## config.mk

```make
export PLATFORM = sky130hd
export DESIGN_NAME = utf16be_to_utf8_transcoder_core
export DESIGN_NICKNAME = d
export VERILOG_FILES = /design/src/design/u16u8_pkg.sv /design/src/design/u16u8_front.sv /design/src/design/u16u8_queue.sv /design/src/design/u16u8_back.sv /design/src/design/utf16be_to_utf8_transcoder_core.sv
export SDC_FILE = /design/constraint.sdc
export NUM_CORES = 1
export LEC_CHECK = 0
export ABC_CLOCK_PERIOD_IN_PS = 3400
export BUFFER_PORTS_ARGS = -buffer_cell sky130_fd_sc_hd__buf_2
export CELL_PAD_IN_SITES_DETAIL_PLACEMENT = 0
export CELL_PAD_IN_SITES_GLOBAL_PLACEMENT = 2
export CORE_MARGIN = 2
export CORE_UTILIZATION = 38
export CTS_BUF_LIST = sky130_fd_sc_hd__clkbuf_4 sky130_fd_sc_hd__clkbuf_8 sky130_fd_sc_hd__clkbuf_16
export DETAILED_ROUTE_END_ITERATION = 16
export GPL_ROUTABILITY_DRIVEN = 0
export PLACE_DENSITY = 0.78
export SYNTH_ARGS = -nofsm -noshare
export SYNTH_HDL_FRONTEND = slang
export SYNTH_SLANG_ARGS = --single-unit
export TNS_END_PERCENT = 50
```

## constraint.sdc

```tcl
create_clock -name clk_i -period 3.4 [get_ports clk_i]
set_input_delay 0.34 -clock clk_i [delete_from_list [all_inputs] [get_ports clk_i]]
set_output_delay 0.34 -clock clk_i [all_outputs]
set_load 0.005 [all_outputs]
```

## src/design/u16u8_pkg.sv

```systemverilog
package u16u8_pkg;

  // default number of entries between the front and the back
  localparam int unsigned QueueDepthDefault = 2;

  // source formats selected by the mode register
  localparam logic ModeUtf16  = 1'b0;
  localparam logic ModeLatin1 = 1'b1;

  // surrogate ranges, upper six bits of the code unit
  localparam logic [5:0] HighSurrTag = 6'b110110;
  localparam logic [5:0] LowSurrTag  = 6'b110111;
  localparam logic [20:0] SuppBase   = 21'h10000;

  // sequence length minus one
  localparam logic [1:0] LenOne   = 2'd0;
  localparam logic [1:0] LenTwo   = 2'd1;
  localparam logic [1:0] LenThree = 2'd2;
  localparam logic [1:0] LenFour  = 2'd3;

  // one queue entry: an optional flushed high surrogate, then an optional code point
  typedef struct packed {
    logic        flush_v;
    logic [9:0]  flush_bits;
    logic        main_v;
    logic [20:0] main_cp;
    logic [1:0]  main_lm1;
    logic        str_end;
  } entry_t;

  // number of utf-8 bytes minus one for a code point
  function automatic logic [1:0] cp_len_m1(logic [20:0] cp);
    logic [1:0] lm1;
    if (cp[20:7] == '0) begin
      lm1 = LenOne;
    end else if (cp[20:11] == '0) begin
      lm1 = LenTwo;
    end else if (cp[20:16] == '0) begin
      lm1 = LenThree;
    end else begin
      lm1 = LenFour;
    end
    return lm1;
  endfunction

  // byte number idx of the utf-8 sequence of cp
  function automatic logic [7:0] enc_byte(logic [20:0] cp, logic [1:0] lm1, logic [1:0] idx);
    logic [7:0] b;
    logic [1:0] rem;
    rem = lm1 - idx;
    if (idx == 2'd0) begin
      case (lm1)
        LenOne:   b = {1'b0, cp[6:0]};
        LenTwo:   b = {3'b110, cp[10:6]};
        LenThree: b = {4'b1110, cp[15:12]};
        default:  b = {5'b11110, cp[20:18]};
      endcase
    end else begin
      case (rem)
        2'd0:    b = {2'b10, cp[5:0]};
        2'd1:    b = {2'b10, cp[11:6]};
        default: b = {2'b10, cp[17:12]};
      endcase
    end
    return b;
  endfunction

endpackage

```

## src/design/u16u8_front.sv

```systemverilog
module u16u8_front (
  input  logic                  clk_i,
  input  logic                  rst_ni,
  input  logic                  cfg_valid_i,
  input  logic                  cfg_data_i,
  input  logic                  push_i,
  input  logic [15:0]           code_unit_i,
  input  logic                  string_end_i,
  input  logic                  q_full_i,
  output logic                  q_push_o,
  output u16u8_pkg::entry_t     q_entry_o
);
  import u16u8_pkg::*;

  logic       mode_q, mode_d;
  logic       held_q, held_d;
  logic [9:0] held_bits_q, held_bits_d;
  logic       accept;
  logic       is_high, is_low;
  entry_t     entry;

  assign accept  = push_i && !q_full_i;
  assign is_high = (code_unit_i[15:10] == HighSurrTag);
  assign is_low  = (code_unit_i[15:10] == LowSurrTag);

  // mode register
  always_comb begin
    mode_d = mode_q;
    if (cfg_valid_i) begin
      mode_d = cfg_data_i;
    end
  end

  // classify the incoming word
  always_comb begin
    held_d      = held_q;
    held_bits_d = held_bits_q;
    entry       = '0;
    entry.str_end = string_end_i;
    if (mode_q == ModeLatin1) begin
      entry.flush_v    = held_q;
      entry.flush_bits = held_bits_q;
      entry.main_v     = 1'b1;
      entry.main_cp    = {13'b0, code_unit_i[7:0]};
      held_d           = 1'b0;
      held_bits_d      = '0;
    end else if (held_q && is_low) begin
      entry.main_v  = 1'b1;
      entry.main_cp = SuppBase + {1'b0, held_bits_q, code_unit_i[9:0]};
      held_d        = 1'b0;
      held_bits_d   = '0;
    end else begin
      entry.flush_v    = held_q;
      entry.flush_bits = held_bits_q;
      if (is_high && !string_end_i) begin
        held_d      = 1'b1;
        held_bits_d = code_unit_i[9:0];
      end else begin
        entry.main_v  = 1'b1;
        entry.main_cp = {5'b0, code_unit_i};
        held_d        = 1'b0;
        held_bits_d   = '0;
      end
    end
    entry.main_lm1 = cp_len_m1(entry.main_cp);
  end

  assign q_entry_o = entry;
  assign q_push_o  = accept && (entry.flush_v || entry.main_v);

  // state registers
  always_ff @(posedge clk_i or negedge rst_ni) begin
    if (!rst_ni) begin
      mode_q      <= ModeUtf16;
      held_q      <= 1'b0;
      held_bits_q <= '0;
    end else begin
      mode_q <= mode_d;
      if (accept) begin
        held_q      <= held_d;
        held_bits_q <= held_bits_d;
      end
    end
  end

  // a latin-1 word always leaves nothing held
  assert property (@(posedge clk_i) disable iff (!rst_ni)
    accept && (mode_q == ModeLatin1) |=> !held_q)
    else $error("surrogate still held after latin-1 word");

endmodule

```

## src/design/u16u8_queue.sv

```systemverilog
module u16u8_queue #(
  parameter int unsigned Depth = u16u8_pkg::QueueDepthDefault
) (
  input  logic              clk_i,
  input  logic              rst_ni,
  input  logic              push_i,
  input  u16u8_pkg::entry_t wdata_i,
  output logic              full_o,
  input  logic              pop_i,
  output logic              head_valid_o,
  output u16u8_pkg::entry_t head_o
);
  import u16u8_pkg::*;

  localparam int unsigned PtrW = (Depth > 1) ? $clog2(Depth) : 1;
  localparam int unsigned CntW = $clog2(Depth + 1);

  entry_t          mem_q [Depth];
  logic [PtrW-1:0] wr_ptr_q, rd_ptr_q;
  logic [CntW-1:0] count_q;

  assign full_o       = (count_q == CntW'(Depth));
  assign head_valid_o = (count_q != '0);
  assign head_o       = mem_q[rd_ptr_q];

  function automatic logic [PtrW-1:0] ptr_inc(logic [PtrW-1:0] p);
    return (p == PtrW'(Depth - 1)) ? '0 : p + 1'b1;
  endfunction

  // storage
  always_ff @(posedge clk_i) begin
    if (push_i) begin
      mem_q[wr_ptr_q] <= wdata_i;
    end
  end

  // pointers and fill count
  always_ff @(posedge clk_i or negedge rst_ni) begin
    if (!rst_ni) begin
      wr_ptr_q <= '0;
      rd_ptr_q <= '0;
      count_q  <= '0;
    end else begin
      if (push_i) begin
        wr_ptr_q <= ptr_inc(wr_ptr_q);
      end
      if (pop_i) begin
        rd_ptr_q <= ptr_inc(rd_ptr_q);
      end
      if (push_i && !pop_i) begin
        count_q <= count_q + 1'b1;
      end else if (pop_i && !push_i) begin
        count_q <= count_q - 1'b1;
      end
    end
  end

  assert property (@(posedge clk_i) disable iff (!rst_ni) push_i |-> !full_o)
    else $error("queue written while full");

  assert property (@(posedge clk_i) disable iff (!rst_ni) pop_i |-> head_valid_o)
    else $error("queue read while empty");

endmodule

```

## src/design/u16u8_back.sv

```systemverilog
module u16u8_back (
  input  logic              clk_i,
  input  logic              rst_ni,
  input  logic              head_valid_i,
  input  u16u8_pkg::entry_t head_i,
  output logic              q_pop_o,
  input  logic              pop_i,
  output logic              empty_o,
  output logic [7:0]        utf8_byte_o,
  output logic              run_last_o,
  output logic              string_last_o
);
  import u16u8_pkg::*;

  logic        out_valid_q;
  logic [7:0]  byte_q;
  logic        run_last_q, str_last_q;
  logic        main_phase_q, main_phase_d;
  logic [1:0]  idx_q, idx_d;
  logic        advance, in_flush, phase_last, entry_last;
  logic [1:0]  len_m1;
  logic [20:0] cp;

  assign advance = !out_valid_q || pop_i;

  // pick the sequence being serialized
  assign in_flush   = head_i.flush_v && !main_phase_q;
  assign len_m1     = in_flush ? LenThree : head_i.main_lm1;
  assign cp         = in_flush ? {5'b0, HighSurrTag, head_i.flush_bits} : head_i.main_cp;
  assign phase_last = (idx_q == len_m1);
  assign entry_last = phase_last && (!in_flush || !head_i.main_v);
  assign q_pop_o    = advance && head_valid_i && entry_last;

  // byte position
  always_comb begin
    idx_d        = idx_q;
    main_phase_d = main_phase_q;
    if (advance && head_valid_i) begin
      if (phase_last) begin
        idx_d        = '0;
        main_phase_d = !entry_last;
      end else begin
        idx_d = idx_q + 1'b1;
      end
    end
  end

  always_ff @(posedge clk_i or negedge rst_ni) begin
    if (!rst_ni) begin
      idx_q        <= '0;
      main_phase_q <= 1'b0;
      out_valid_q  <= 1'b0;
    end else begin
      idx_q        <= idx_d;
      main_phase_q <= main_phase_d;
      if (advance) begin
        out_valid_q <= head_valid_i;
      end
    end
  end

  // output register
  always_ff @(posedge clk_i) begin
    if (advance && head_valid_i) begin
      byte_q     <= enc_byte(cp, len_m1, idx_q);
      run_last_q <= entry_last;
      str_last_q <= entry_last && head_i.str_end;
    end
  end

  assign empty_o       = !out_valid_q;
  assign utf8_byte_o   = byte_q;
  assign run_last_o    = run_last_q;
  assign string_last_o = str_last_q;

  assert property (@(posedge clk_i) disable iff (!rst_ni)
    head_valid_i |-> idx_q <= len_m1)
    else $error("byte index past end of sequence");

  assert property (@(posedge clk_i) disable iff (!rst_ni)
    head_valid_i && main_phase_q |-> head_i.flush_v && head_i.main_v)
    else $error("second phase without two sequences");

  assert property (@(posedge clk_i) disable iff (!rst_ni)
    head_valid_i |-> head_i.flush_v || head_i.main_v)
    else $error("queue entry carries no bytes");

endmodule

```

## src/design/utf16be_to_utf8_transcoder_core.sv

```systemverilog
// UTF-16BE / Latin-1 to UTF-8 transcoder.
// Input side: a word (code_unit_i, string_end_i) is taken when push is high and
// full is low. Output side: one UTF-8 byte sits on utf8_byte_o while empty is low
// and leaves when pop is high; run_last_o marks the last byte of an input word,
// string_last_o the last byte of a word that had string_end_i set.
// Mode register: cfg_data_i is written when cfg_valid_i is high (cfg_ready_o is
// always high); 0 selects UTF-16 code units, 1 Latin-1 bytes. Write it only idle.
// A taken word is written into the queue, and its bytes are then registered into
// the output stage one by one.
// Throughput: the output stage moves one byte per cycle unless pop low stalls it;
// a word yields 1 to 4 bytes, up to 6 when a held high surrogate is flushed
// first, 0 when a high surrogate is held. A classifier front end feeds a small
// queue (QueueDepth entries) that a byte serializer drains.
// Reset: UTF-16 mode, nothing held, queue and output empty.
// Stall: with pop low the output byte holds, the serializer stops, the queue
// fills and full rises; push is taken again once an entry drains.
module utf16be_to_utf8_transcoder_core #(
  parameter int unsigned QueueDepth = u16u8_pkg::QueueDepthDefault
) (
  input  logic        clk_i,
  input  logic        rst_ni,
  input  logic        cfg_valid_i,
  output logic        cfg_ready_o,
  input  logic        cfg_data_i,
  input  logic        push,
  output logic        full,
  input  logic [15:0] code_unit_i,
  input  logic        string_end_i,
  output logic        empty,
  input  logic        pop,
  output logic [7:0]  utf8_byte_o,
  output logic        run_last_o,
  output logic        string_last_o
);
  import u16u8_pkg::*;

  logic   q_push, q_full, q_pop, head_valid;
  entry_t q_entry, head;

  assign cfg_ready_o = 1'b1;
  assign full        = q_full;

  // classifier and surrogate holding
  u16u8_front u_front (
    .clk_i        (clk_i),
    .rst_ni       (rst_ni),
    .cfg_valid_i  (cfg_valid_i),
    .cfg_data_i   (cfg_data_i),
    .push_i       (push),
    .code_unit_i  (code_unit_i),
    .string_end_i (string_end_i),
    .q_full_i     (q_full),
    .q_push_o     (q_push),
    .q_entry_o    (q_entry)
  );

  // decoupling queue
  u16u8_queue #(
    .Depth (QueueDepth)
  ) u_queue (
    .clk_i        (clk_i),
    .rst_ni       (rst_ni),
    .push_i       (q_push),
    .wdata_i      (q_entry),
    .full_o       (q_full),
    .pop_i        (q_pop),
    .head_valid_o (head_valid),
    .head_o       (head)
  );

  // byte serializer and output register
  u16u8_back u_back (
    .clk_i         (clk_i),
    .rst_ni        (rst_ni),
    .head_valid_i  (head_valid),
    .head_i        (head),
    .q_pop_o       (q_pop),
    .pop_i         (pop),
    .empty_o       (empty),
    .utf8_byte_o   (utf8_byte_o),
    .run_last_o    (run_last_o),
    .string_last_o (string_last_o)
  );

endmodule

```

==> reports/metrics.yaml <==
holdCritPathClass: "input pin to async pin"
cp_cell_sequence: "mux2i_1 -> or2_2 -> nand2_1 -> ha_1 -> inv_1 -> nor4_2 -> inv_1 -> ha_1 -> xor2_1 -> nor2_1 -> xnor2_1"
num_rows: 41
cts.sinks: 102
reg2reg_from: "u_queue.mem_q[0][35]"
arrival_ps: 3210
diodes: 0
holdBufCountCts: 0
final_nets: 456
die_h_um: 118
first_global_vias: 3111
drv_cap: 0
drcViolationCount: 0
antenna_found_initial: 0
critPathTopFamily: "simple AND/OR/NAND/NOR gates"
combPwrFrac_pct: 37.9
reg2reg_setup_slack_ps: 460
synth_cells: 392
rsz0062_at_grt: "no"
post_cts_buffers: 0
fin_crit_ps: 2940
wirelength_mm: 10.9
dp_hpwl_mm: 7.98
n_fill_cell: 1177
cts_tree: "yes"
place.port_buffers: 34
maxSlewHeadroom_pct: 42.8
clockRootBuffer: "clkbuf_16"
grt_max_degree: 43
syn_area_um2: 4970
setup_viol: 0
peakVddDrop_v: 0.000347
die_w_um: 118
critPathKind: "register to register"
clkLatencyLatePin_ps: 340
first_pass_iters: 4
ys.warnings.count: 0
synth_area_per_cell_um2: 12.7
slowest_stage: "nor4_2"
worst_slack_ps: 457
place_ws_ps: 542
ys_ff_latch: 102
p_leak_nw: 2.11
cpPeakStageDelay_ps: 550
clkPwrFrac_pct: 24.1
synth_area_leaders: "edfxtp_1 50%, dfrtp_1 10%, mux2i_1 6.0%"
fin_skew_ps: 7.24
pwr-share-seq_pct: 38.0
grt_pass1_wl_mm: 17.4
yosys.area.top_type_share_pct: 49.5
syn_to_final_growth_pct: 13.8
synth_enable_flop_cells: 82
cp_max_fo: 11
cts_buffer_depth: 2
syn-num-nets: 424
run_status: "complete, but fails checks"
holdWs_ps: -6.45
core_area_um2: 12700
overflow: 0
netSwitchingFraction_pct: 33.2
cp_num_buf_inv: 2
intPower_mw: 3.32
routedWlPerCell_um: 18.1
p_switching_mw: 1.65
violations: "hold timing"
cts-htree-levels: 3
drive_gt1_share_pct: 18.4
worstPathRequired_ps: 3660
detail-route-antenna-nets: 0
regArea_um2: 2960
fmax_mhz: 340
finalInstanceArea_um2: 5660
num_vias: 3097
tns_ps: 0
r2r-end: "u_queue.count_q[1]"
power_mw: 4.96
start_util_pct: 39.2
end_kind: "register"
drt_iter0_drc: 130
yosysTopAreaCell: "edfxtp_1"
cts_resized: 0
vias_per_cell: 5.15
grt_use_total_pct: 16.3
clkTransAtPathRegs_ps: 70
placed_cell_area_um2: 5300
async_flop_share_pct: 19.6
yosysSeqAreaShare_pct: 59.6
slew_viol_final: 0
power_density_nw_per_um2: 878
numCtsBuffers: 9
multi_input_area_um2: 1820
finalCritPeriodShare_pct: 86.6
synth_flop_cell: "edfxtp_1"
worstRegToRegCells: 11
hold_viol: 2
worstSetupStartpointType: "register"
worstMarginPinSlew_ps: 855
critPathLaunch: "u_queue.mem_q[0][35]"
synth_cell_types: 59
ios: 36
die-area_um2: 14000
==> per-stage QoR <==
| step | util, % | hold slack (ps) | std cells |
|---|---|---|---|
| after detailed placement | 41.9 | 372 | 585 |
| final | 44.6 | -6.45 | 601 |
| after global placement | 41.9 | 371 | 585 |
| after global routing | 44.6 | 18.9 | 601 |
| after floorplan | - | 44.4 | 392 |
| after CTS | 44.6 | 0.924 | 601 |
==> routing by layer <==
| layer | routed length, um | track usage (%) |
|---|---|---|
| met5 | 0 | 0 |
| met4 | 260 | 7.14 |
| met3 | 439 | 3.14 |
| met2 | 4940 | 25.3 |
| met1 | 5260 | 22.4 |
==> state kept, by name, summed over array words and instances, names as in the netlist <==
| name | cells |
|---|---|
| u_back.idx_q | 2 |
| u_back.main_phase_q | 1 |
| u_back.out_valid_q | 1 |
| u_back.run_last_o | 1 |
| u_back.string_last_o | 1 |
| u_back.utf8_byte_o | 8 |
| u_front.held_bits_q | 10 |
| u_front.held_q | 1 |
| u_front.mode_q | 1 |
| u_queue.count_q | 2 |
| u_queue.mem_q | 72 |
| u_queue.rd_ptr_q | 1 |
| u_queue.wr_ptr_q | 1 |
==> cell type report <==
type,count,area share [%]
flip-flops and latches,102,52.4
multi-input cells,249,32.2
clock buffers,11,4.36
repair buffers,41,3.94
well taps,172,3.80
clock inverters,5,1.88
inverters,21,1.39
==> how the worst max path moves through the flow <==
stage | endpoint | slack (ps) | cells past startpoint
after detailed placement | u_queue.count_q[1] | 540 | 9
after global placement | u_back.utf8_byte_o[0] | 660 | 8
after CTS | u_queue.count_q[1] | 490 | 9
after global routing | u_back.utf8_byte_o[0] | 250 | 8
final | u_queue.count_q[1] | 460 | 11
after floorplan | u_queue.mem_q[0][0] | 190 | 6
==> kinds of logic after synthesis <==
group / share of synthesized area, %
AOI/OAI and AO/OA: 9.31
xor gates and xnor gates: 1.89
adders and majority gates: 2.27
buffers and inverters: 3.85
DFF: 59.6
muxes: 10.2
other: 0.0754
and+or+nand+nor: 12.8
==> layout by cell type, fill, tap and decap left out, drive strengths merged, types with 3 or more instances in the layout <==
cell,n
clkbuf,11
nand2b,3
nor3,6
o21ai,24
ha,9
nand3,5
mux4,5
nor4,3
o31a,4
o211ai,3
bufinv,3
xor2,4
nand3b,4
buf,41
dfrtp,20
o22ai,4
edfxtp,82
o31ai,5
mux2,8
nor2,20
a21oi,4
or4b,5
nor2b,14
a211oi,8
inv,22
mux2i,30
xnor2,4
nand2,39
and2,13
==> synth_stat cells (2+ instances only) <==
cell type	count
ha_1	9
o211ai_1	3
and2_1	13
nand3b_1	4
nand2_1	39
nand3_1	5
a31oi_1	2
inv_1	21
nor3b_1	2
or4b_1	4
a21oi_1	4
nand2b_1	3
a2111oi_0	2
buf_2	5
nor2b_1	13
o21ai_0	23
dfrtp_1	20
a211oi_1	8
mux4_2	5
nor3_1	6
o22ai_1	3
mux2_2	7
xnor2_1	4
mux2i_1	30
nor4_1	2
nor2_1	20
clkbuf_1	11
o31ai_1	5
o31a_1	4
edfxtp_1	82
xor2_1	4
buf_4	2
==> power groups by stage <==
stage	Clock [mW]	Combinational, mW	Sequential (mW)
after floorplan	0	1.44	1.88
after global placement	0	1.90	1.90
after detailed placement	0	1.89	1.91
after CTS	1.22	1.90	1.89
after global routing	1.27	2.08	1.92
final	1.20	1.88	1.88
No activity file was read; power rests on OpenSTA's default activity.
